`src/hw/rtl/sgm_pkg.sv`:
```
// Shared constants, register codes and item types of the Sobel gradient block.
`default_nettype none
package sgm_pkg;

  localparam int MAX_WIDTH  = 1024;
  localparam int MAX_HEIGHT = 4096;
  localparam int MIN_SIZE   = 3;
  localparam int PIXEL_BITS = 8;

  localparam int COL_W      = $clog2(MAX_WIDTH);
  localparam int ROW_W      = $clog2(MAX_HEIGHT);
  localparam int WCFG_W     = 11;
  localparam int HCFG_W     = 13;
  localparam int CFG_DATA_W = 13;
  localparam int CFG_IDX_W  = 1;
  localparam int LAG_W      = WCFG_W;

  localparam int GRAD_W     = 11;
  localparam int MAG_W      = 11;
  localparam int MAG_MAX    = 1442;
  localparam int SQ_W       = 22;
  localparam int SQ_STEPS   = 11;

  localparam int RAM_W      = 2 * PIXEL_BITS;
  localparam int QDEPTH     = 4;
  localparam int QPTR_W     = 2;
  localparam int QCNT_W     = 3;

  localparam logic [WCFG_W-1:0] WIDTH_RESET  = 11'd512;
  localparam logic [HCFG_W-1:0] HEIGHT_RESET = 13'd512;

  localparam logic CMD_PIXEL = 1'b0;
  localparam logic CMD_FLUSH = 1'b1;

  typedef enum logic [CFG_IDX_W-1:0] {
    REG_IMAGE_WIDTH  = 1'b0,
    REG_IMAGE_HEIGHT = 1'b1
  } cfg_reg_t;

  typedef struct packed {
    logic                  is_pixel;
    logic [PIXEL_BITS-1:0] pixel;
    logic [PIXEL_BITS-1:0] top;
    logic [PIXEL_BITS-1:0] mid;
    logic                  emit;
    logic                  border;
    logic [ROW_W-1:0]      row;
    logic [COL_W-1:0]      col;
    logic                  last;
  } job_t;

  typedef struct packed {
    logic signed [GRAD_W-1:0] gx;
    logic signed [GRAD_W-1:0] gy;
    logic [ROW_W-1:0]         row;
    logic [COL_W-1:0]         col;
    logic                     last;
  } res_t;

endpackage
`default_nettype wire

```
`src/hw/rtl/sgm_queue.sv`:
```
// Short queue of classified items between the front and the back part.
`default_nettype none
module sgm_queue (
  input  wire logic                     clk,
  input  wire logic                     rst_n,
  input  wire logic                     push,
  input  wire sgm_pkg::job_t            job_in,
  input  wire logic                     pop,
  output sgm_pkg::job_t                 job_out,
  output logic                          empty,
  output logic [sgm_pkg::QCNT_W-1:0]    count
);
  import sgm_pkg::*;

  job_t              mem_r [QDEPTH];
  logic [QPTR_W-1:0] wr_ptr_r, rd_ptr_r;
  logic [QCNT_W-1:0] count_r;

  assign job_out = mem_r[rd_ptr_r];
  assign empty   = (count_r == '0);
  assign count   = count_r;

  always_ff @(posedge clk) begin
    if (!rst_n) begin
      wr_ptr_r <= '0;
      rd_ptr_r <= '0;
      count_r  <= '0;
    end else begin
      if (push) begin
        wr_ptr_r <= wr_ptr_r + QPTR_W'(1);
      end
      if (pop) begin
        rd_ptr_r <= rd_ptr_r + QPTR_W'(1);
      end
      count_r <= count_r + QCNT_W'(push) - QCNT_W'(pop);
    end
  end

  always_ff @(posedge clk) begin
    if (push) begin
      mem_r[wr_ptr_r] <= job_in;
    end
  end

endmodule
`default_nettype wire

```
`config.mk`:
```
export PLATFORM = sky130hd
export DESIGN_NAME = sgm_queue
export DESIGN_NICKNAME = d
export VERILOG_FILES = /design/src/hw/rtl/sgm_pkg.sv /design/src/hw/rtl/sgm_queue.sv
export SDC_FILE = /design/constraint.sdc
export NUM_CORES = 1
export LEC_CHECK = 0
export BUFFER_PORTS_ARGS = -buffer_cell sky130_fd_sc_hd__buf_2
export CORE_AREA = 2 2 162 124
export CTS_CLUSTER_SIZE = 8
export DETAILED_ROUTE_END_ITERATION = 10
export DIE_AREA = 0 0 164 126
export SYNTH_ARGS = -nofsm -noshare
export SYNTH_HDL_FRONTEND = slang
export SYNTH_SLANG_ARGS = --single-unit
```
`constraint.sdc`:
```
create_clock -name clk -period 2.7 [get_ports clk]
set_clock_uncertainty 0.05 [all_clocks]
set_input_delay 0 -clock clk [delete_from_list [all_inputs] [get_ports clk]]
set_output_delay 0 -clock clk [all_outputs]
set_load 0.01 [all_outputs]
```
==> results.md <==
- Status: complete, no violations
- CP required: roughly 2.7 ns
- Total die area: between 20,000 and 25,000 µm²
- DRC viols: 0
- Crit path cell chain: buf_4 > mux4_2 > buf_2
- Die Height: roughly 130 µm
- Vias/cell: about 5
- RR Endpoint: count[2]
- Least-Margin Pin Slew: a little over 0.7 ns
- R2R depth: 7
- Fmax: roughly 430 MHz
- RR Startpoint: count[0]
- Synth unique cells: 19
- Mux share of post-synthesis cell area: 14.74%
- XOR/XNOR Fraction of Synth Area: less than 1%
- Critical Path AT: 2.28 ns
- Main combinational cell family by area after synthesis: multiplexers
- Initial Util: 40.35%
- Register bit total from synthesis: 209
- Synth area leader: edfxtp_1
- Final Cell Area: a little under 10,000 µm²
- Largest cells by area after synthesis: edfxtp_1 78%, mux4_2 15%, dfxtp_1 2.3%
- DRT iter0 DRCs: between 200 and 250
- Synth Area in Compound Gates: 0.1948%
- Slowest stage cell, crit path: dfxtp_4
- Post-synthesis adder-cell area fraction: 1.234%
- Area delta synth->final: 28.50%
- Vias in the first global route: 3,987
- Hpwl dp: between 8 and 9 mm
- Share of cells above drive strength 1: slightly above 40%
- Power Density: approximately 800 nW/µm²
- Fin util: about half
- Syn Nets: ~370
- Simple logic cell fraction of the synthesized area: less than 1%
- RePlAce Congestion: approximately 0.67
- Cell Count Post-Placement: around 660
- WHS Path Cells: 2
- GRT overflow: 0
- Final ANT Viol Nets: 0
- Max incr delay on CP: between 0.7 and 0.8 ns
- Critical Path End Type: output pin
- Number of synthesis warnings: 0
- Final Non-Filler Cells: 760
- Clock root cell: clkbuf_16
- Top cell type's share of synthesized area: between 70% and 80%
- RSZ-0062 raised after global routing: false
- Max Root-Sink Buffers: 3
- Rows: 44
- Flop-to-flop setup slack: about 1.0 ns
- CTS H-tree depth: 1
- Final number of setup-violating endpoints: 0
- Total Routing Usage GR: between 10% and 20%
- Final Hold Viols: 0
- Min-delay worst type: input port to flop
- Mean Syn Cell Area: between 20 and 30 µm²
- Worst IR Drop VDD: 0.6276 mV
- Post-CTS setup repair buffer count: 0
- Cell Area, Synth: 7709 µm²
- Critical path peak fanout: 25
- Worst skew pair latency: approximately 0.53 ns
- Initial antenna violation count: 1
- Drt wl/cell: roughly 19 µm
- Fillers: about 1,500
- Largest net degree at the start of global routing: 51
- Max-slew violation count: 0
- Setup TNS: 0 ns
- CTS sink cnt: 209
- Fin crit share: around 86%
- Synth Instances: roughly 300
- DR vias: roughly 3,700
- TritonCTS clock tree: built
- Chip width: between 150 and 200 µm
- Leak Pwr: roughly 3.4 nW
- Worst slew margin relative to its limit: a little over half
- # nets final: between 500 and 600
- CP startpoint kind: flop
- TritonCTS Buffers: 30
- Worst Hold Launch: job_in[41]
- Sequential share of the synthesized area: between 80% and 90%
- Clock transition at the registers of the reported paths: ~0.05 ns
- Final WL: about 14 mm
- Max-cap violations: 0
- Post-place instance area: between 8000 and 9000 µm²
- Slack of the critical path: roughly 0.37 ns
- Post-route minimum period: 2.329 ns
- PostCTS Resize Cnt: 0
- Buffers on Ports: between 100 and 150
- Ports: 108
- Crit Path Category: flop to output pin
- First-pass GRT wire length: about 22 mm
- Core Region: 19,100 µm²
- Initial DRT Pass Iterations: 4
- Hold endpoint: mem_r[1][41]
- Dpl ws: between 0.8 and 0.9 ns
-- routing by layer --
layer  routed length (µm)  vias up  global-route usage (%)
li1                     -     1661                       -
met2                 6404      117                   21.68
met1                 6871     1906                   20.87
met4                  311        0                   3.818
met5                    0        -                       0
met3                  820       28                   3.590
-- metrics by stage --
step	hold slack (ns)	power (mW)
floorplan	0.04887	4.294
global placement	0.1598	4.562
detailed placement	0.1661	4.586
CTS	0.1421	7.918
global route	0.1553	8.125
finish	0.1728	7.794
-- worst max-delay path by stage --
stage	end	slack (ns)	depth (start not counted)
3_5_place_dp	job_out[39]	0.86	3
5_1_grt	job_out[39]	0.20	3
6_report	job_out[39]	0.37	3
2_1_floorplan	mem_r[2][0]	0.50	3
4_1_cts	job_out[39]	0.28	3
3_3_place_gp	job_out[48]	0.88	3
-- cell type report --
| cell class | instances | area, µm² | share of cell area [%] |
|---|---|---|---|
| flip-flops and latches | 209 | 6191 | 62.50 |
| multi-input cells | 76 | 1361 | 13.74 |
| repair buffers | 169 | 1184 | 11.95 |
| clock buffers | 43 | 799.5 | 8.071 |
| well taps | 253 | 316.6 | 3.196 |
| inverters | 7 | 26.28 | 0.2653 |
| clock inverters | 2 | 25.02 | 0.2526 |
| diodes | 1 | 2.502 | 0.02526 |
-- cell usage after synthesis (all sizes together) --
master,number
edfxtp,200
mux4,50
buf,12
dfxtp,9
inv,7
and2,6
ha,6
nor2,5
xnor2,2
a21bo,1
a21oi,1
fa,1
mux2i,1
nand3b,1
nor3,1
xor3,1
-- cells by family (layout without fill, tap and decap cells) --
logic type | after synthesis | after routing
DFF | 209 | 209
muxes | 51 | 51
buffers and inverters | 19 | 221
and+or+nand+nor | 13 | 13
adders and majority gates | 7 | 7
xor gates and xnor gates | 3 | 3
AOI/OAI and AO/OA | 2 | 2
other | 0 | 1
-- timing repair --
item	in CTS	in global routing
hold buffers	53	0
hold endpoints to repair	209	0
endpoints found under the setup margin	0	0
-- placed cells by master (no fill, tap or decap), drive strengths merged --
cell type and count:
a21oi 1, nand3b 1, fa 1, xor3 1, clkinv 2, a21bo 1, nor2 5, xnor2 2
dlygate4sd3 53, clkbuf 43, ha 6, nor3 1, edfxtp 200, mux4 50, inv 7, buf 116
dfxtp 9, mux2i 1, diode 1, and2 6
-- where the power goes --
group	internal [mW]	switching, mW
Sequential	3.73	0.0791
Clock	2.01	1.22
Combinational	0.396	0.358
Total	6.14	1.66
-- state kept, by name, indices dropped and copies added (netlist names), named ones only --
| register | cells |
|---|---|
| count | 3 |
| mem_r | 200 |
| rd_ptr_r | 2 |
| wr_ptr_r | 2 |
-- worst max-delay path: cells and delay by family (launching register included) --
| kind | cells | cell delay, ns |
|---|---|---|
| flops | 1 | 0.72 |
| buf+inv | 2 | 0.49 |
| mux | 1 | 0.54 |
Power figures use the tool's default switching activity.
