[config.mk]
export PLATFORM = sky130hd
export DESIGN_NAME = sgm_back
export DESIGN_NICKNAME = d
export VERILOG_FILES = /design/src/hw/rtl/sgm_pkg.sv /design/src/hw/rtl/sgm_back.sv
export SDC_FILE = /design/constraint.sdc
export NUM_CORES = 2
export LEC_CHECK = 0
export ABC_AREA = 1
export ABC_CLOCK_PERIOD_IN_PS = 29600
export BUFFER_PORTS_ARGS = -buffer_cell sky130_fd_sc_hd__buf_2
export CAP_MARGIN = 20
export CORE_UTILIZATION = 61
export CTS_CLUSTER_DIAMETER = 100
export DETAILED_ROUTE_END_ITERATION = 6
export GPL_ROUTABILITY_DRIVEN = 1
export GPL_TIMING_DRIVEN = 0
export PLACE_DENSITY = 0.89
export RECOVER_POWER = 100
export SYNTH_ARGS = -nofsm -noshare
export SYNTH_HDL_FRONTEND = slang
export SYNTH_SLANG_ARGS = --single-unit
[constraint.sdc]
create_clock -name clk -period 29.6 [get_ports clk]
set_input_delay 2.96 -clock clk [delete_from_list [all_inputs] [get_ports clk]]
set_output_delay 2.96 -clock clk [all_outputs]
set_load 0.01 [all_outputs]
[src/hw/rtl/sgm_pkg.sv]
// Shared constants, register codes and item types of the Sobel gradient block.
`default_nettype none
package sgm_pkg;

  localparam int MAX_WIDTH  = 1024;
  localparam int MAX_HEIGHT = 4096;
  localparam int MIN_SIZE   = 3;
  localparam int PIXEL_BITS = 8;

  localparam int COL_W      = $clog2(MAX_WIDTH);
  localparam int ROW_W      = $clog2(MAX_HEIGHT);
  localparam int WCFG_W     = 11;
  localparam int HCFG_W     = 13;
  localparam int CFG_DATA_W = 13;
  localparam int CFG_IDX_W  = 1;
  localparam int LAG_W      = WCFG_W;

  localparam int GRAD_W     = 11;
  localparam int MAG_W      = 11;
  localparam int MAG_MAX    = 1442;
  localparam int SQ_W       = 22;
  localparam int SQ_STEPS   = 11;

  localparam int RAM_W      = 2 * PIXEL_BITS;
  localparam int QDEPTH     = 4;
  localparam int QPTR_W     = 2;
  localparam int QCNT_W     = 3;

  localparam logic [WCFG_W-1:0] WIDTH_RESET  = 11'd512;
  localparam logic [HCFG_W-1:0] HEIGHT_RESET = 13'd512;

  localparam logic CMD_PIXEL = 1'b0;
  localparam logic CMD_FLUSH = 1'b1;

  typedef enum logic [CFG_IDX_W-1:0] {
    REG_IMAGE_WIDTH  = 1'b0,
    REG_IMAGE_HEIGHT = 1'b1
  } cfg_reg_t;

  typedef struct packed {
    logic                  is_pixel;
    logic [PIXEL_BITS-1:0] pixel;
    logic [PIXEL_BITS-1:0] top;
    logic [PIXEL_BITS-1:0] mid;
    logic                  emit;
    logic                  border;
    logic [ROW_W-1:0]      row;
    logic [COL_W-1:0]      col;
    logic                  last;
  } job_t;

  typedef struct packed {
    logic signed [GRAD_W-1:0] gx;
    logic signed [GRAD_W-1:0] gy;
    logic [ROW_W-1:0]         row;
    logic [COL_W-1:0]         col;
    logic                     last;
  } res_t;

endpackage
`default_nettype wire

[src/hw/rtl/sgm_back.sv]
// Back part: 3x3 window, Sobel gradients, squared sum, pipelined square root and result buffer.
`default_nettype none
module sgm_back (
  input  wire logic                              clk,
  input  wire logic                              rst_n,
  input  wire logic                              q_empty,
  input  wire sgm_pkg::job_t                     q_job,
  output logic                                   q_pop,
  output logic                                   out_empty,
  input  wire logic                              out_pop,
  output logic signed [sgm_pkg::GRAD_W-1:0]      out_grad_x,
  output logic signed [sgm_pkg::GRAD_W-1:0]      out_grad_y,
  output logic        [sgm_pkg::MAG_W-1:0]       out_magnitude,
  output logic        [sgm_pkg::ROW_W-1:0]       out_row,
  output logic        [sgm_pkg::COL_W-1:0]       out_col,
  output logic                                   out_frame_last
);
  import sgm_pkg::*;

  typedef struct packed {
    res_t             r;
    logic [MAG_W-1:0] mag;
  } outq_t;

  logic [PIXEL_BITS-1:0] win_r [9];
  logic [PIXEL_BITS-1:0] win_nxt [9];
  logic [GRAD_W-1:0]     left_s, right_s, top_s, bot_s;
  logic                  adv;

  logic                  g_vld_r;
  res_t                  g_res_r;
  logic                  m_vld_r;
  res_t                  m_res_r;
  logic [SQ_W-1:0]       sqx_r, sqy_r;
  logic signed [2*GRAD_W-1:0] prod_x, prod_y;

  logic                  vld_r [SQ_STEPS+1];
  res_t                  pl_r  [SQ_STEPS+1];
  logic [SQ_W-1:0]       rem_r [SQ_STEPS+1];
  logic [SQ_W-1:0]       root_r [SQ_STEPS+1];

  outq_t                 oq_r [2];
  logic                  oq_wp_r, oq_rp_r;
  logic [1:0]            oq_cnt_r;
  logic                  oq_full, oq_push, oq_pop;

  assign oq_full = (oq_cnt_r == 2'd2);
  assign adv     = !(vld_r[SQ_STEPS] && oq_full);
  assign q_pop   = !q_empty && adv;

  always_comb begin
    for (int i = 0; i < 9; i++) begin
      win_nxt[i] = win_r[i];
    end
    if (q_pop && q_job.is_pixel) begin
      for (int r = 0; r < 3; r++) begin
        win_nxt[r*3]   = win_r[r*3+1];
        win_nxt[r*3+1] = win_r[r*3+2];
      end
      win_nxt[2] = q_job.top;
      win_nxt[5] = q_job.mid;
      win_nxt[8] = q_job.pixel;
    end
  end

  assign left_s  = GRAD_W'(win_nxt[0]) + (GRAD_W'(win_nxt[3]) << 1) + GRAD_W'(win_nxt[6]);
  assign right_s = GRAD_W'(win_nxt[2]) + (GRAD_W'(win_nxt[5]) << 1) + GRAD_W'(win_nxt[8]);
  assign top_s   = GRAD_W'(win_nxt[0]) + (GRAD_W'(win_nxt[1]) << 1) + GRAD_W'(win_nxt[2]);
  assign bot_s   = GRAD_W'(win_nxt[6]) + (GRAD_W'(win_nxt[7]) << 1) + GRAD_W'(win_nxt[8]);

  assign prod_x = $signed(g_res_r.gx) * $signed(g_res_r.gx);
  assign prod_y = $signed(g_res_r.gy) * $signed(g_res_r.gy);

  always_ff @(posedge clk) begin
    if (!rst_n) begin
      for (int i = 0; i < 9; i++) begin
        win_r[i] <= '0;
      end
    end else begin
      for (int i = 0; i < 9; i++) begin
        win_r[i] <= win_nxt[i];
      end
    end
  end

  always_ff @(posedge clk) begin
    if (!rst_n) begin
      g_vld_r  <= 1'b0;
      m_vld_r  <= 1'b0;
      vld_r[0] <= 1'b0;
    end else if (adv) begin
      g_vld_r  <= q_pop && q_job.emit;
      m_vld_r  <= g_vld_r;
      vld_r[0] <= m_vld_r;
    end
  end

  always_ff @(posedge clk) begin
    if (adv) begin
      g_res_r.row  <= q_job.row;
      g_res_r.col  <= q_job.col;
      g_res_r.last <= q_job.last;
      g_res_r.gx   <= q_job.border ? '0 : $signed(left_s - right_s);
      g_res_r.gy   <= q_job.border ? '0 : $signed(top_s - bot_s);
      m_res_r      <= g_res_r;
      sqx_r        <= SQ_W'($unsigned(prod_x));
      sqy_r        <= SQ_W'($unsigned(prod_y));
      pl_r[0]      <= m_res_r;
      rem_r[0]     <= sqx_r + sqy_r;
      root_r[0]    <= '0;
    end
  end

  // One bit pair of the square root per stage, from the top pair down.
  for (genvar s = 1; s <= SQ_STEPS; s++) begin : g_root
    localparam logic [SQ_W-1:0] BIT = SQ_W'(1) << (2 * (SQ_STEPS - s));
    logic [SQ_W-1:0] trial;
    assign trial = root_r[s-1] + BIT;

    always_ff @(posedge clk) begin
      if (!rst_n) begin
        vld_r[s] <= 1'b0;
      end else if (adv) begin
        vld_r[s] <= vld_r[s-1];
      end
    end

    always_ff @(posedge clk) begin
      if (adv) begin
        pl_r[s] <= pl_r[s-1];
        if (rem_r[s-1] >= trial) begin
          rem_r[s]  <= rem_r[s-1] - trial;
          root_r[s] <= (root_r[s-1] >> 1) + BIT;
        end else begin
          rem_r[s]  <= rem_r[s-1];
          root_r[s] <= root_r[s-1] >> 1;
        end
      end
    end
  end

  assign oq_push   = adv && vld_r[SQ_STEPS];
  assign out_empty = (oq_cnt_r == 2'd0);
  assign oq_pop    = out_pop && !out_empty;

  always_ff @(posedge clk) begin
    if (!rst_n) begin
      oq_wp_r  <= 1'b0;
      oq_rp_r  <= 1'b0;
      oq_cnt_r <= 2'd0;
    end else begin
      if (oq_push) begin
        oq_wp_r <= !oq_wp_r;
      end
      if (oq_pop) begin
        oq_rp_r <= !oq_rp_r;
      end
      oq_cnt_r <= oq_cnt_r + 2'(oq_push) - 2'(oq_pop);
    end
  end

  always_ff @(posedge clk) begin
    if (oq_push) begin
      oq_r[oq_wp_r].r   <= pl_r[SQ_STEPS];
      oq_r[oq_wp_r].mag <= root_r[SQ_STEPS][MAG_W-1:0];
    end
  end

  assign out_grad_x     = oq_r[oq_rp_r].r.gx;
  assign out_grad_y     = oq_r[oq_rp_r].r.gy;
  assign out_magnitude  = oq_r[oq_rp_r].mag;
  assign out_row        = oq_r[oq_rp_r].r.row;
  assign out_col        = oq_r[oq_rp_r].r.col;
  assign out_frame_last = oq_r[oq_rp_r].r.last;

endmodule
`default_nettype wire

==> flow_summary_export.csv <==
group,metric,value,unit
outcome,outcome,"finished, violations left",
outcome,violations,"design-rule violations, max-capacitance violations, max-slew violations",
worst_hold_path,hold_class,"reg -> reg",
final_layout,nFillCells,6013,
die,die_width,305,um
cts,clk_pin_slew,0.06,ns
die,fp.dieH,305,um
routing,vias_per_cell,5.48,
synthesis,async_flop_share,0,%
timing,worstMarginPinSlew,6.19,ns
synthesis,synth_edf_count,1101,
setup_path,endpoint_kind,"flip-flop",
die,fp-row-count,110,
worst_hold_path,holdPathStages,0,
final_layout,syn_to_final_growth,9.63,%
placement,io_buffers,109,
setup_path,max_stage_delay,4.61,ns
setup_path,arrival,13.99,ns
placement,dp_slack,22.00,ns
synthesis,synthSimpleGateAreaFrac,10.2,%
setup_path,crit_fanout,129,
global_route,grt_pass1_vias,34100,
routing,drtIter0Drc,3088,
timing,setup_viol,0,
final_layout,mostFrequentLayoutCells,"edfxtp_1, inv_1, nand2_1, nor2_1, fa_1",
cts,clock_sinks,1181,
routing,vias,33100,
timing,rsz0062_at_grt,"false",
routing,drc,1,
setup_path,critPathSlowestCell,"clkbuf_1",
die,start_util,62.0,%
timing,setup_slack,16.01,ns
synthesis,synth_ff_type,"edfxtp_1",
cts,cts_buffer_depth,3,
timing,skew,0.0460,ns
cts,clk_latency,0.69,ns
setup_path,reg2reg_to,"rem_r[4][18]",
global_route,grt_use_total,23.5,%
cts,cts_buffers,108,
cts,ctsHoldBuffers,0,
routing,postRouteAntennaNets,0,
worst_hold_path,hold_end,"rem_r[1][8]",
synthesis,syn-cell-area,56100,sq um
timing,finalHoldViolCount,0,
setup_path,rr_startpoint,"oq_cnt_r[0]",
synthesis,synth_compound_area_share,4.18,%
synthesis,yosys.area_share.adder,14.3,%
final_layout,final_common_cell,"edfxtp_1",
setup_path,regToRegSetupSlack,16.01,ns
placement,finalWeightedCongestion,0.920,
global_route,antenna_found_initial,1,
die,dieArea,93200,sq um
die,ios,112,
cts,ctsRootBufferMaster,"clkbuf_16",
final_layout,fin_nets,5304,
global_route,overflow,0,
final_layout,fin_util,67.9,%
synthesis,muxShareOfSynthArea,1.20,%
cts,post_cts_buffers,0,
routing,wl_per_cell,17.9,um
synthesis,synth_top_area_share,58.9,%
synthesis,synth_top_area_cell,"edfxtp_1",
synthesis,synth_cells,4536,
global_route,grt_max_degree,130,
synthesis,synth_top_family_by_area,"adder cells",
final_layout,seq_area,34700,sq um
synthesis,avgSynthCellArea,12.4,sq um
die,core,90600,sq um
timing,maxSlewViolCount,1134,
setup_path,crit_top_cell,"clkbuf_1",
final_layout,drive_gt1_share,6.75,%
synthesis,synth_nets,5070,
worst_hold_path,hold_start,"rem_r[0][8]",
global_route,grt_first_pass_wirelength,173,mm
setup_path,required,30.00,ns
cts,ctsResizeCount,0,
synthesis,synthTopCellsByArea,"edfxtp_1, fa_1, inv_1, nand2_1, ha_1",
synthesis,yosysWarnings,0,
synthesis,synth_xor_area_share,1.92,%
routing,wl,108,mm
timing,fin_crit,13.59,ns
cts,htree_num_levels,3,
setup_path,worstRegToRegCells,9,
timing,maxSlewHeadroom,-313,%
synthesis,synth_seq_area_share,61.8,%
flow_run,max_cap_viol_count,19,
cts,cts_tree,"done",
placement,dp_hpwl,74.4,mm
setup_path,start_kind,"flip-flop",
setup_path,path_class,"reg -> reg",
setup_path,crit_chain,"inv_1 > nand3_1 > clkbuf_1 > clkbuf_1 > clkbuf_1 > nand3_1 > clkbuf_1 > nor2_1 > a21oi_1",
final_layout,multi_input_area,17700,sq um
timing,fin_crit_sh,45.9,%
routing,drt_pass1_iterations,7,
synthesis,yosys.cell_types.count,57,
timing,fmax,73.6,MHz
synthesis,ys_seq_elements,1181,
cells in the mapped netlist (2+ instances only):
cell          n
edfxtp_1   1101
inv_1       848
nand2_1     776
nor2_1      281
fa_1        267
a21oi_1     215
ha_1        213
nand3_1     128
o21ai_0      97
xor2_1       88
dfxtp_1      80
mux2_2       56
nand4_1      49
a211oi_1     48
clkbuf_1     41
xnor2_1      35
nor3_1       22
nand3b_1     19
o21ai_2      19
nand2_2      17
or2_2        17
buf_2        16
o21ai_1      12
buf_4         8
nor4_1        7
o211ai_1      7
buf_6         6
inv_2         6
nand3_2       5
mux2i_1       4
nor2_2        4
o21a_1        4
o21bai_1      4
nor3_2        3
nor3b_1       3
a21o_1        2
a21oi_2       2
and2_1        2
buf_12        2
clkinv_1      2
inv_6         2
nand2_4       2
o2111ai_1     2
worst max-delay path: cells and delay by family, from the launching register on:
| kind | cells | cell delay, ns |
|---|---|---|
| compound gates | 1 | 0.05 |
| simple gates | 3 | 1.04 |
| buf+inv | 5 | 11.52 |
| flops | 1 | 0.37 |
logic make-up after synthesis:
kind of cell	Yosys count
multiplexers	60
AO/OA/AOI/OAI	416
adder cells (fa/ha/maj)	480
AND/OR/NAND/NOR	1344
buffers and inverters	932
XOR/XNOR	123
flip-flops	1181
metrics by stage:
stage	instances	cell area, sq um	setup TNS [ns]	hold WS, ns
after CTS	6037	62200	0	0.398
after global routing	6037	61500	0	0.417
after detailed placement	5836	58500	0	0.405
final	6038	61500	0	0.395
after floorplan	4536	56100	0	0.400
after global placement	5821	58100	-0.226	0.400
layout make-up:
type                       instances  share of cell area [%]
clock inverter                    78                    1.47
inverter                         858                    5.24
clock buffer                     123                    4.49
multi-input combinational       2423                    28.7
buffer                            74                   0.494
timing repair buffer             124                   0.869
antenna                            1                 0.00407
tap                             1176                    2.39
sequential                      1181                    56.4
sequential cells by signal, indices dropped and copies added, names as in the netlist, 2 cells and up, named ones only:
name,flops
g_res_r,45
m_res_r,45
oq_cnt_r,2
oq_r,112
pl_r,540
rem_r,242
root_r,66
sqx_r,20
sqy_r,20
vld_r,12
win_r,72
metal layers:
metal	track usage (%)	wire, um	vias to the layer above
met5	0	0	-
met3	3.58	7490	295
met4	8.60	3660	0
li1	-	-	15500
met1	29.4	41800	16000
met2	41.5	55000	1311
how the worst max path moves through the flow:
stage                            from           end  slack, ns  cells past startpoint
final                     oq_cnt_r[0]  rem_r[4][18]      16.01                      9
after global routing      oq_cnt_r[0]  rem_r[4][17]      14.62                      9
after CTS                     q_empty   g_res_r[32]      22.60                     20
after detailed placement      q_empty   g_res_r[32]      22.00                     20
after global placement    oq_cnt_r[0]   g_res_r[20]     -0.007                      2
after floorplan           oq_cnt_r[0]    g_res_r[0]       7.32                      2
Power is left out: the tool's default activity adds up to more than one toggle a clock period on the data nets, which glitch-free logic cannot reach.
