`src/hw/rtl/sgm_pkg.sv`:
```
// Shared constants, register codes and item types of the Sobel gradient block.
`default_nettype none
package sgm_pkg;

  localparam int MAX_WIDTH  = 1024;
  localparam int MAX_HEIGHT = 4096;
  localparam int MIN_SIZE   = 3;
  localparam int PIXEL_BITS = 8;

  localparam int COL_W      = $clog2(MAX_WIDTH);
  localparam int ROW_W      = $clog2(MAX_HEIGHT);
  localparam int WCFG_W     = 11;
  localparam int HCFG_W     = 13;
  localparam int CFG_DATA_W = 13;
  localparam int CFG_IDX_W  = 1;
  localparam int LAG_W      = WCFG_W;

  localparam int GRAD_W     = 11;
  localparam int MAG_W      = 11;
  localparam int MAG_MAX    = 1442;
  localparam int SQ_W       = 22;
  localparam int SQ_STEPS   = 11;

  localparam int RAM_W      = 2 * PIXEL_BITS;
  localparam int QDEPTH     = 4;
  localparam int QPTR_W     = 2;
  localparam int QCNT_W     = 3;

  localparam logic [WCFG_W-1:0] WIDTH_RESET  = 11'd512;
  localparam logic [HCFG_W-1:0] HEIGHT_RESET = 13'd512;

  localparam logic CMD_PIXEL = 1'b0;
  localparam logic CMD_FLUSH = 1'b1;

  typedef enum logic [CFG_IDX_W-1:0] {
    REG_IMAGE_WIDTH  = 1'b0,
    REG_IMAGE_HEIGHT = 1'b1
  } cfg_reg_t;

  typedef struct packed {
    logic                  is_pixel;
    logic [PIXEL_BITS-1:0] pixel;
    logic [PIXEL_BITS-1:0] top;
    logic [PIXEL_BITS-1:0] mid;
    logic                  emit;
    logic                  border;
    logic [ROW_W-1:0]      row;
    logic [COL_W-1:0]      col;
    logic                  last;
  } job_t;

  typedef struct packed {
    logic signed [GRAD_W-1:0] gx;
    logic signed [GRAD_W-1:0] gy;
    logic [ROW_W-1:0]         row;
    logic [COL_W-1:0]         col;
    logic                     last;
  } res_t;

endpackage
`default_nettype wire

```
`src/hw/rtl/sgm_front.sv`:
```
// Front part: registers, position counters, item classification and line buffer access.
`default_nettype none
module sgm_front (
  input  wire logic                             clk,
  input  wire logic                             rst_n,
  input  wire logic                             cfg_valid,
  output logic                                  cfg_ready,
  input  wire logic [sgm_pkg::CFG_IDX_W-1:0]    cfg_index,
  input  wire logic [sgm_pkg::CFG_DATA_W-1:0]   cfg_data,
  input  wire logic                             in_push,
  output logic                                  in_full,
  input  wire logic                             in_cmd,
  input  wire logic [sgm_pkg::PIXEL_BITS-1:0]   in_pixel,
  input  wire logic [sgm_pkg::QCNT_W-1:0]       q_count,
  output logic                                  q_push,
  output sgm_pkg::job_t                         q_job,
  output logic                                  ram_we,
  output logic      [sgm_pkg::COL_W-1:0]        ram_waddr,
  output logic      [sgm_pkg::RAM_W-1:0]        ram_wdata,
  output logic      [sgm_pkg::COL_W-1:0]        ram_raddr,
  input  wire logic [sgm_pkg::RAM_W-1:0]        ram_rdata
);
  import sgm_pkg::*;

  typedef enum logic [1:0] {
    ST_CLEAR = 2'b01,
    ST_RUN   = 2'b10
  } fstate_t;

  fstate_t            state_r, state_nxt;
  logic [COL_W-1:0]   clr_addr_r, clr_addr_nxt;
  logic [WCFG_W-1:0]  width_r;
  logic [HCFG_W-1:0]  height_r;
  logic [COL_W-1:0]   in_col_r, in_col_nxt;
  logic [ROW_W-1:0]   in_row_r, in_row_nxt;
  logic [COL_W-1:0]   emit_col_r, emit_col_nxt;
  logic [ROW_W-1:0]   emit_row_r, emit_row_nxt;
  logic [LAG_W-1:0]   lag_r, lag_nxt;
  logic               s1_vld_r;
  job_t               s1_job_r, s1_job_nxt;
  logic [COL_W-1:0]   s1_addr_r;

  logic [WCFG_W-1:0]  w_eff, w_plus1, col_inc, ecol_inc, ecol_ext, tail_span;
  logic [HCFG_W-1:0]  h_eff, row_inc, erow_inc, erow_inc2;
  logic               accept, is_pixel, pix_emit, flush_ok, flush_emit, emit;
  logic               ecol_end, erow_end;

  always_comb begin
    if (width_r < WCFG_W'(MIN_SIZE)) begin
      w_eff = WCFG_W'(MIN_SIZE);
    end else if (width_r > WCFG_W'(MAX_WIDTH)) begin
      w_eff = WCFG_W'(MAX_WIDTH);
    end else begin
      w_eff = width_r;
    end
    if (height_r < HCFG_W'(MIN_SIZE)) begin
      h_eff = HCFG_W'(MIN_SIZE);
    end else if (height_r > HCFG_W'(MAX_HEIGHT)) begin
      h_eff = HCFG_W'(MAX_HEIGHT);
    end else begin
      h_eff = height_r;
    end
  end

  assign cfg_ready = 1'b1;
  assign in_full   = (state_r != ST_RUN) ||
                     ((QCNT_W+1)'(q_count) + (QCNT_W+1)'(s1_vld_r) >= (QCNT_W+1)'(QDEPTH));
  assign accept    = in_push && !in_full;
  assign is_pixel  = (in_cmd == CMD_PIXEL);

  assign w_plus1   = w_eff + WCFG_W'(1);
  assign col_inc   = WCFG_W'(in_col_r) + WCFG_W'(1);
  assign row_inc   = HCFG_W'(in_row_r) + HCFG_W'(1);
  assign ecol_ext  = WCFG_W'(emit_col_r);
  assign ecol_inc  = ecol_ext + WCFG_W'(1);
  assign erow_inc  = HCFG_W'(emit_row_r) + HCFG_W'(1);
  assign erow_inc2 = HCFG_W'(emit_row_r) + HCFG_W'(2);
  assign ecol_end  = (ecol_inc >= w_eff);
  assign erow_end  = (erow_inc >= h_eff);
  assign pix_emit  = (lag_r >= w_plus1);

  // A flush item only drains results of the frame's tail once all of its pixels are in.
  always_comb begin
    flush_ok  = 1'b1;
    tail_span = w_plus1;
    if (erow_end) begin
      tail_span = (ecol_ext < w_eff) ? (w_eff - ecol_ext) : WCFG_W'(1);
    end else if (!((erow_inc2 == h_eff) && ecol_end)) begin
      flush_ok = 1'b0;
    end
  end

  assign flush_emit = (lag_r != '0) && flush_ok && (lag_r >= tail_span);
  assign emit       = is_pixel ? pix_emit : flush_emit;

  always_comb begin
    state_nxt    = state_r;
    clr_addr_nxt = clr_addr_r;
    in_col_nxt   = in_col_r;
    in_row_nxt   = in_row_r;
    emit_col_nxt = emit_col_r;
    emit_row_nxt = emit_row_r;
    lag_nxt      = lag_r;
    case (state_r)
      ST_CLEAR: begin
        clr_addr_nxt = clr_addr_r + COL_W'(1);
        if (clr_addr_r == COL_W'(MAX_WIDTH - 1)) begin
          state_nxt = ST_RUN;
        end
      end
      ST_RUN: begin
        if (accept) begin
          if (is_pixel) begin
            if (col_inc >= w_eff) begin
              in_col_nxt = '0;
              in_row_nxt = (row_inc >= h_eff) ? '0 : in_row_r + ROW_W'(1);
            end else begin
              in_col_nxt = in_col_r + COL_W'(1);
            end
            lag_nxt = pix_emit ? w_plus1 : lag_r + LAG_W'(1);
          end else if (flush_emit) begin
            lag_nxt = lag_r - LAG_W'(1);
          end
          if (emit) begin
            if (ecol_end) begin
              emit_col_nxt = '0;
              emit_row_nxt = erow_end ? '0 : emit_row_r + ROW_W'(1);
            end else begin
              emit_col_nxt = emit_col_r + COL_W'(1);
            end
          end
        end
      end
      default: begin
        state_nxt = ST_CLEAR;
      end
    endcase
  end

  always_comb begin
    s1_job_nxt          = '0;
    s1_job_nxt.is_pixel = is_pixel;
    s1_job_nxt.pixel    = in_pixel;
    s1_job_nxt.emit     = emit;
    s1_job_nxt.border   = (emit_row_r == '0) || erow_end || (emit_col_r == '0) || ecol_end;
    s1_job_nxt.row      = emit_row_r;
    s1_job_nxt.col      = emit_col_r;
    s1_job_nxt.last     = ecol_end && erow_end;
  end

  always_ff @(posedge clk) begin
    if (!rst_n) begin
      state_r    <= ST_CLEAR;
      clr_addr_r <= '0;
      width_r    <= WIDTH_RESET;
      height_r   <= HEIGHT_RESET;
      in_col_r   <= '0;
      in_row_r   <= '0;
      emit_col_r <= '0;
      emit_row_r <= '0;
      lag_r      <= '0;
      s1_vld_r   <= 1'b0;
    end else begin
      state_r    <= state_nxt;
      clr_addr_r <= clr_addr_nxt;
      in_col_r   <= in_col_nxt;
      in_row_r   <= in_row_nxt;
      emit_col_r <= emit_col_nxt;
      emit_row_r <= emit_row_nxt;
      lag_r      <= lag_nxt;
      s1_vld_r   <= accept && (is_pixel || emit);
      if (cfg_valid) begin
        case (cfg_index)
          REG_IMAGE_WIDTH:  width_r  <= cfg_data[WCFG_W-1:0];
          REG_IMAGE_HEIGHT: height_r <= cfg_data[HCFG_W-1:0];
          default: begin
          end
        endcase
      end
    end
  end

  always_ff @(posedge clk) begin
    if (accept) begin
      s1_job_r  <= s1_job_nxt;
      s1_addr_r <= in_col_r;
    end
  end

  // The line buffer entry holds the two rows above the current column.
  assign ram_raddr = in_col_r;

  always_comb begin
    q_push     = s1_vld_r;
    q_job      = s1_job_r;
    q_job.top  = ram_rdata[RAM_W-1:PIXEL_BITS];
    q_job.mid  = ram_rdata[PIXEL_BITS-1:0];
    if (state_r == ST_CLEAR) begin
      ram_we    = 1'b1;
      ram_waddr = clr_addr_r;
      ram_wdata = '0;
    end else begin
      ram_we    = s1_vld_r && s1_job_r.is_pixel;
      ram_waddr = s1_addr_r;
      ram_wdata = {ram_rdata[PIXEL_BITS-1:0], s1_job_r.pixel};
    end
  end

endmodule
`default_nettype wire

```
`config.mk`:
```
export PLATFORM = sky130hd
export DESIGN_NAME = sgm_front
export DESIGN_NICKNAME = d
export VERILOG_FILES = /design/src/hw/rtl/sgm_pkg.sv /design/src/hw/rtl/sgm_front.sv
export SDC_FILE = /design/constraint.sdc
export NUM_CORES = 1
export LEC_CHECK = 0
export BUFFER_PORTS_ARGS = -buffer_cell sky130_fd_sc_hd__buf_2
export CORE_MARGIN = 3
export CORE_UTILIZATION = 47
export CTS_BUF_LIST = sky130_fd_sc_hd__clkbuf_8
export DETAILED_ROUTE_END_ITERATION = 16
export PLACE_DENSITY = 0.76
export SETUP_SLACK_MARGIN = 0.5
export SLEW_MARGIN = 20
export SYNTH_ARGS = -nofsm -noshare
export SYNTH_HDL_FRONTEND = slang
export SYNTH_SLANG_ARGS = --single-unit
```
`constraint.sdc`:
```
create_clock -name clk -period 10.5 [get_ports clk]
set_clock_uncertainty 0.2 [all_clocks]
set_input_delay 1.575 -clock clk [delete_from_list [all_inputs] [get_ports clk]]
set_output_delay 1.575 -clock clk [all_outputs]
set_load 0.01 [all_outputs]
```
==> flow_metrics.tcl <==
set metrics [dict create \
    core_area_um2 18270 \
    cts_root_buf "clkbuf_8" \
    hold_buffers 0 \
    placed_area_um2 9479 \
    ys_types 73 \
    layout_common_cells "161 x nand2_1, 118 x buf_2, 80 x dfxtp_1, 78 x ha_1, 72 x a21oi_1" \
    final_common_cell "nand2_1" \
    max_freq_ghz 0.1458 \
    relSlewSlack_pct 30.45 \
    synth_flop_cell "dfxtp_1" \
    cts_setup_buffers 0 \
    p_seq_share_pct 48.4 \
    switching_share_pct 29.67 \
    n_fill_cell 1680 \
    multi_input_area_um2 5439 \
    setup_ws_ps 3640 \
    status "finished, final reports clean" \
    syn_area_um2 8894 \
    hold_depth 2 \
    cts.sinks 124 \
    r2r_end "emit_row_r[0]" \
    place_ws_ps 3906 \
    switchingPower_mw 0.3111 \
    fp.dieW_um 143.6 \
    p_leak_nw 3.987 \
    drive_above_1_share_pct 15.03 \
    synthCells 1067 \
    cts_tree "done" \
    yosysTopAreaCell "dfxtp_1" \
    power_mw 1.049 \
    antenna_found_initial 0 \
    grt_setup_unrepaired "false" \
    cp_max_fo 17 \
    min_period_over_period_pct 65.33 \
    overflow 0 \
    die_area_um2 20610 \
    grt_util_all_layers_pct 24.46 \
    io_buffers 118 \
    synth_top_cell_area_share_pct 18.01 \
    drc_errors 0 \
    ys_seq_area_share_pct 32.86 \
    p_per_area_nw_per_um2 106.7 \
    r2r_slack_ps 3640 \
    grt_pass1_vias 7656 \
    grt_start_max_net_pins 66 \
    combPwrFrac_pct 14.2 \
    ir_drop_v 0.00006708 \
    vias 8414 \
    ys_warn_count 0 \
    clockBufferDepth 2 \
    ys_ff_latch 124 \
    min-delay-path-class "register to register" \
    cts_made_buffers 17 \
    cts_resized 0 \
    drt-initial-drc-count 917 \
    min_period_ps 6860 \
    critPathLaunchType "register" \
    hpwl_um 18530 \
    synth_edf_count 44 \
    routedWlPerCell_um 18.34 \
    finalHoldViolCount 0 \
    timing.hold.ws_ps 284.8 \
    first_pass_iters 8 \
    ys_async_sr_fraction_pct 0 \
    placementRows 49 \
    hold_start "height_r[11]" \
    crit_path_end_kind "register" \
    finalSetupViolCount 0 \
    die_h_um 143.6 \
    syn_nets 1192 \
    fin_area_um2 9824 \
    r2r_start "width_r[2]" \
    nets 1263 \
    dpl.cell_count 1348 \
    tightest_slew_ps 1034 \
    arrival_ps 7000 \
    synth.area.top_cells "dfxtp_1 18%, edfxtp_1 15%, ha_1 11%" \
    insertion_delay_ps 450 \
    utilization_pct 53.77 \
    syn2layout_area_growth_pct 10.47 \
    p_int_mw 0.7375 \
    wirelength_um 25310 \
    grt_pass1_wl_um 40340 \
    diodes 0 \
    register_area_um2 2923 \
    syn_area_per_cell_um2 8.335 \
    cap_violations 0 \
    routed_via_density 6.097 \
    clkPwrFrac_pct 37.4 \
    gp_congestion 1.026 \
    critPathKind "register to register" \
    fin_tns_setup_ps 0 \
    start_util_pct 48.68 \
    min_to "height_r[11]" \
    clkTransAtPathRegs_ps 100 \
    rr_worst_depth 22 \
    required_ps 10640 \
    finalNonFillerCells 1380 \
    final_max_slew_viol_count 0 \
    ant_nets 0 \
    htree_levels 4 \
    ioPinCount 136 \
]
==> state kept, by name, indices dropped and copies added, names as in the netlist <==
name,cells
emit_row_r,12
width_r,11
state_r,2
q_job,34
emit_col_r,10
s1_addr_r,10
lag_r,11
q_push,1
clr_addr_r,10
ram_raddr,10
height_r,13
==> cells in the mapped netlist, drive strengths merged (6+ instances only) <==
cell / number
inv: 49
and2: 35
ha: 78
buf: 27
mux2i: 8
a221oi: 8
nand3: 46
and3: 13
a22o: 6
o2111ai: 14
o211ai: 20
nor4: 8
a21oi: 73
o21a: 8
xor2: 19
or3: 8
nor3: 19
edfxtp: 44
dfxtp: 80
xnor2: 36
clkbuf: 46
nor2: 69
nand2: 161
a21o: 8
a31oi: 20
nand4: 20
o22ai: 8
nor2b: 9
nand2b: 12
o21ai: 26
a211oi: 17
==> worst max path at each step <==
stage	slack [ps]	from	end
after floorplan	4840	width_r[4]	lag_r[8]
after global placement	4170	emit_row_r[4]	emit_col_r[0]
after detailed placement	3910	emit_row_r[4]	emit_row_r[0]
after CTS	3830	width_r[2]	emit_row_r[0]
after global routing	3050	width_r[3]	emit_col_r[3]
final	3640	width_r[2]	emit_row_r[0]
==> critical path, cell delays in order, from the launching register on <==
cell	delay, ps
dfxtp_1	370
nor4_1	390
nand2_1	120
a21oi_1	420
inv_1	220
ha_1	250
nor2b_1	110
o21ai_0	100
a21boi_0	240
o21ai_0	120
a21oi_1	230
a211oi_1	110
a21oi_1	710
a31oi_1	220
ha_1	360
a211o_1	120
a21oi_1	60
a221oi_1	280
nand2_1	210
or4b_4	600
o22ai_2	660
o2111ai_1	310
o31ai_1	320
==> per-layer routing <==
| metal | share of wire [%] | track usage, % | vias to the layer above | routed length (µm) |
|---|---|---|---|---|
| li1 | - | - | 4017 | - |
| met1 | 44 | 33.85 | 3883 | 11090 |
| met3 | 9.7 | 5.824 | 69 | 2450 |
| met2 | 44 | 37.29 | 445 | 11020 |
| met4 | 2.9 | 8.969 | 0 | 743 |
| met5 | 0 | 0 | - | 0 |
==> cell type report <==
cell class,count,share of cell area [%]
flip-flops and latches,124,29.75
clock buffers,17,2.382
well taps,229,2.916
multi-input cells,820,55.36
repair buffers,125,6.546
inverters,50,1.910
clock inverters,15,1.133
==> power by group through the flow <==
| stage | clock (mW) | sequential (mW) | combinational, mW |
|---|---|---|---|
| after floorplan | 0 | 0.515 | 0.109 |
| after global placement | 0 | 0.518 | 0.143 |
| after detailed placement | 0 | 0.518 | 0.145 |
| after CTS | 0.396 | 0.507 | 0.146 |
| after global routing | 0.418 | 0.508 | 0.165 |
| final | 0.393 | 0.507 | 0.149 |
==> kinds of logic after synthesis <==
kind of cell	after synthesis	synth area share (%)
XOR/XNOR	60	6.697
AND/OR/NAND/NOR	420	22.61
multiplexers	8	0.9004
adder cells (fa/ha/maj)	79	11.20
buffers and inverters	123	6.035
flip-flops	124	32.86
AO/OA/AOI/OAI	252	19.65
other	1	0.04217
Note: power is estimated with default switching activity, not from simulation.
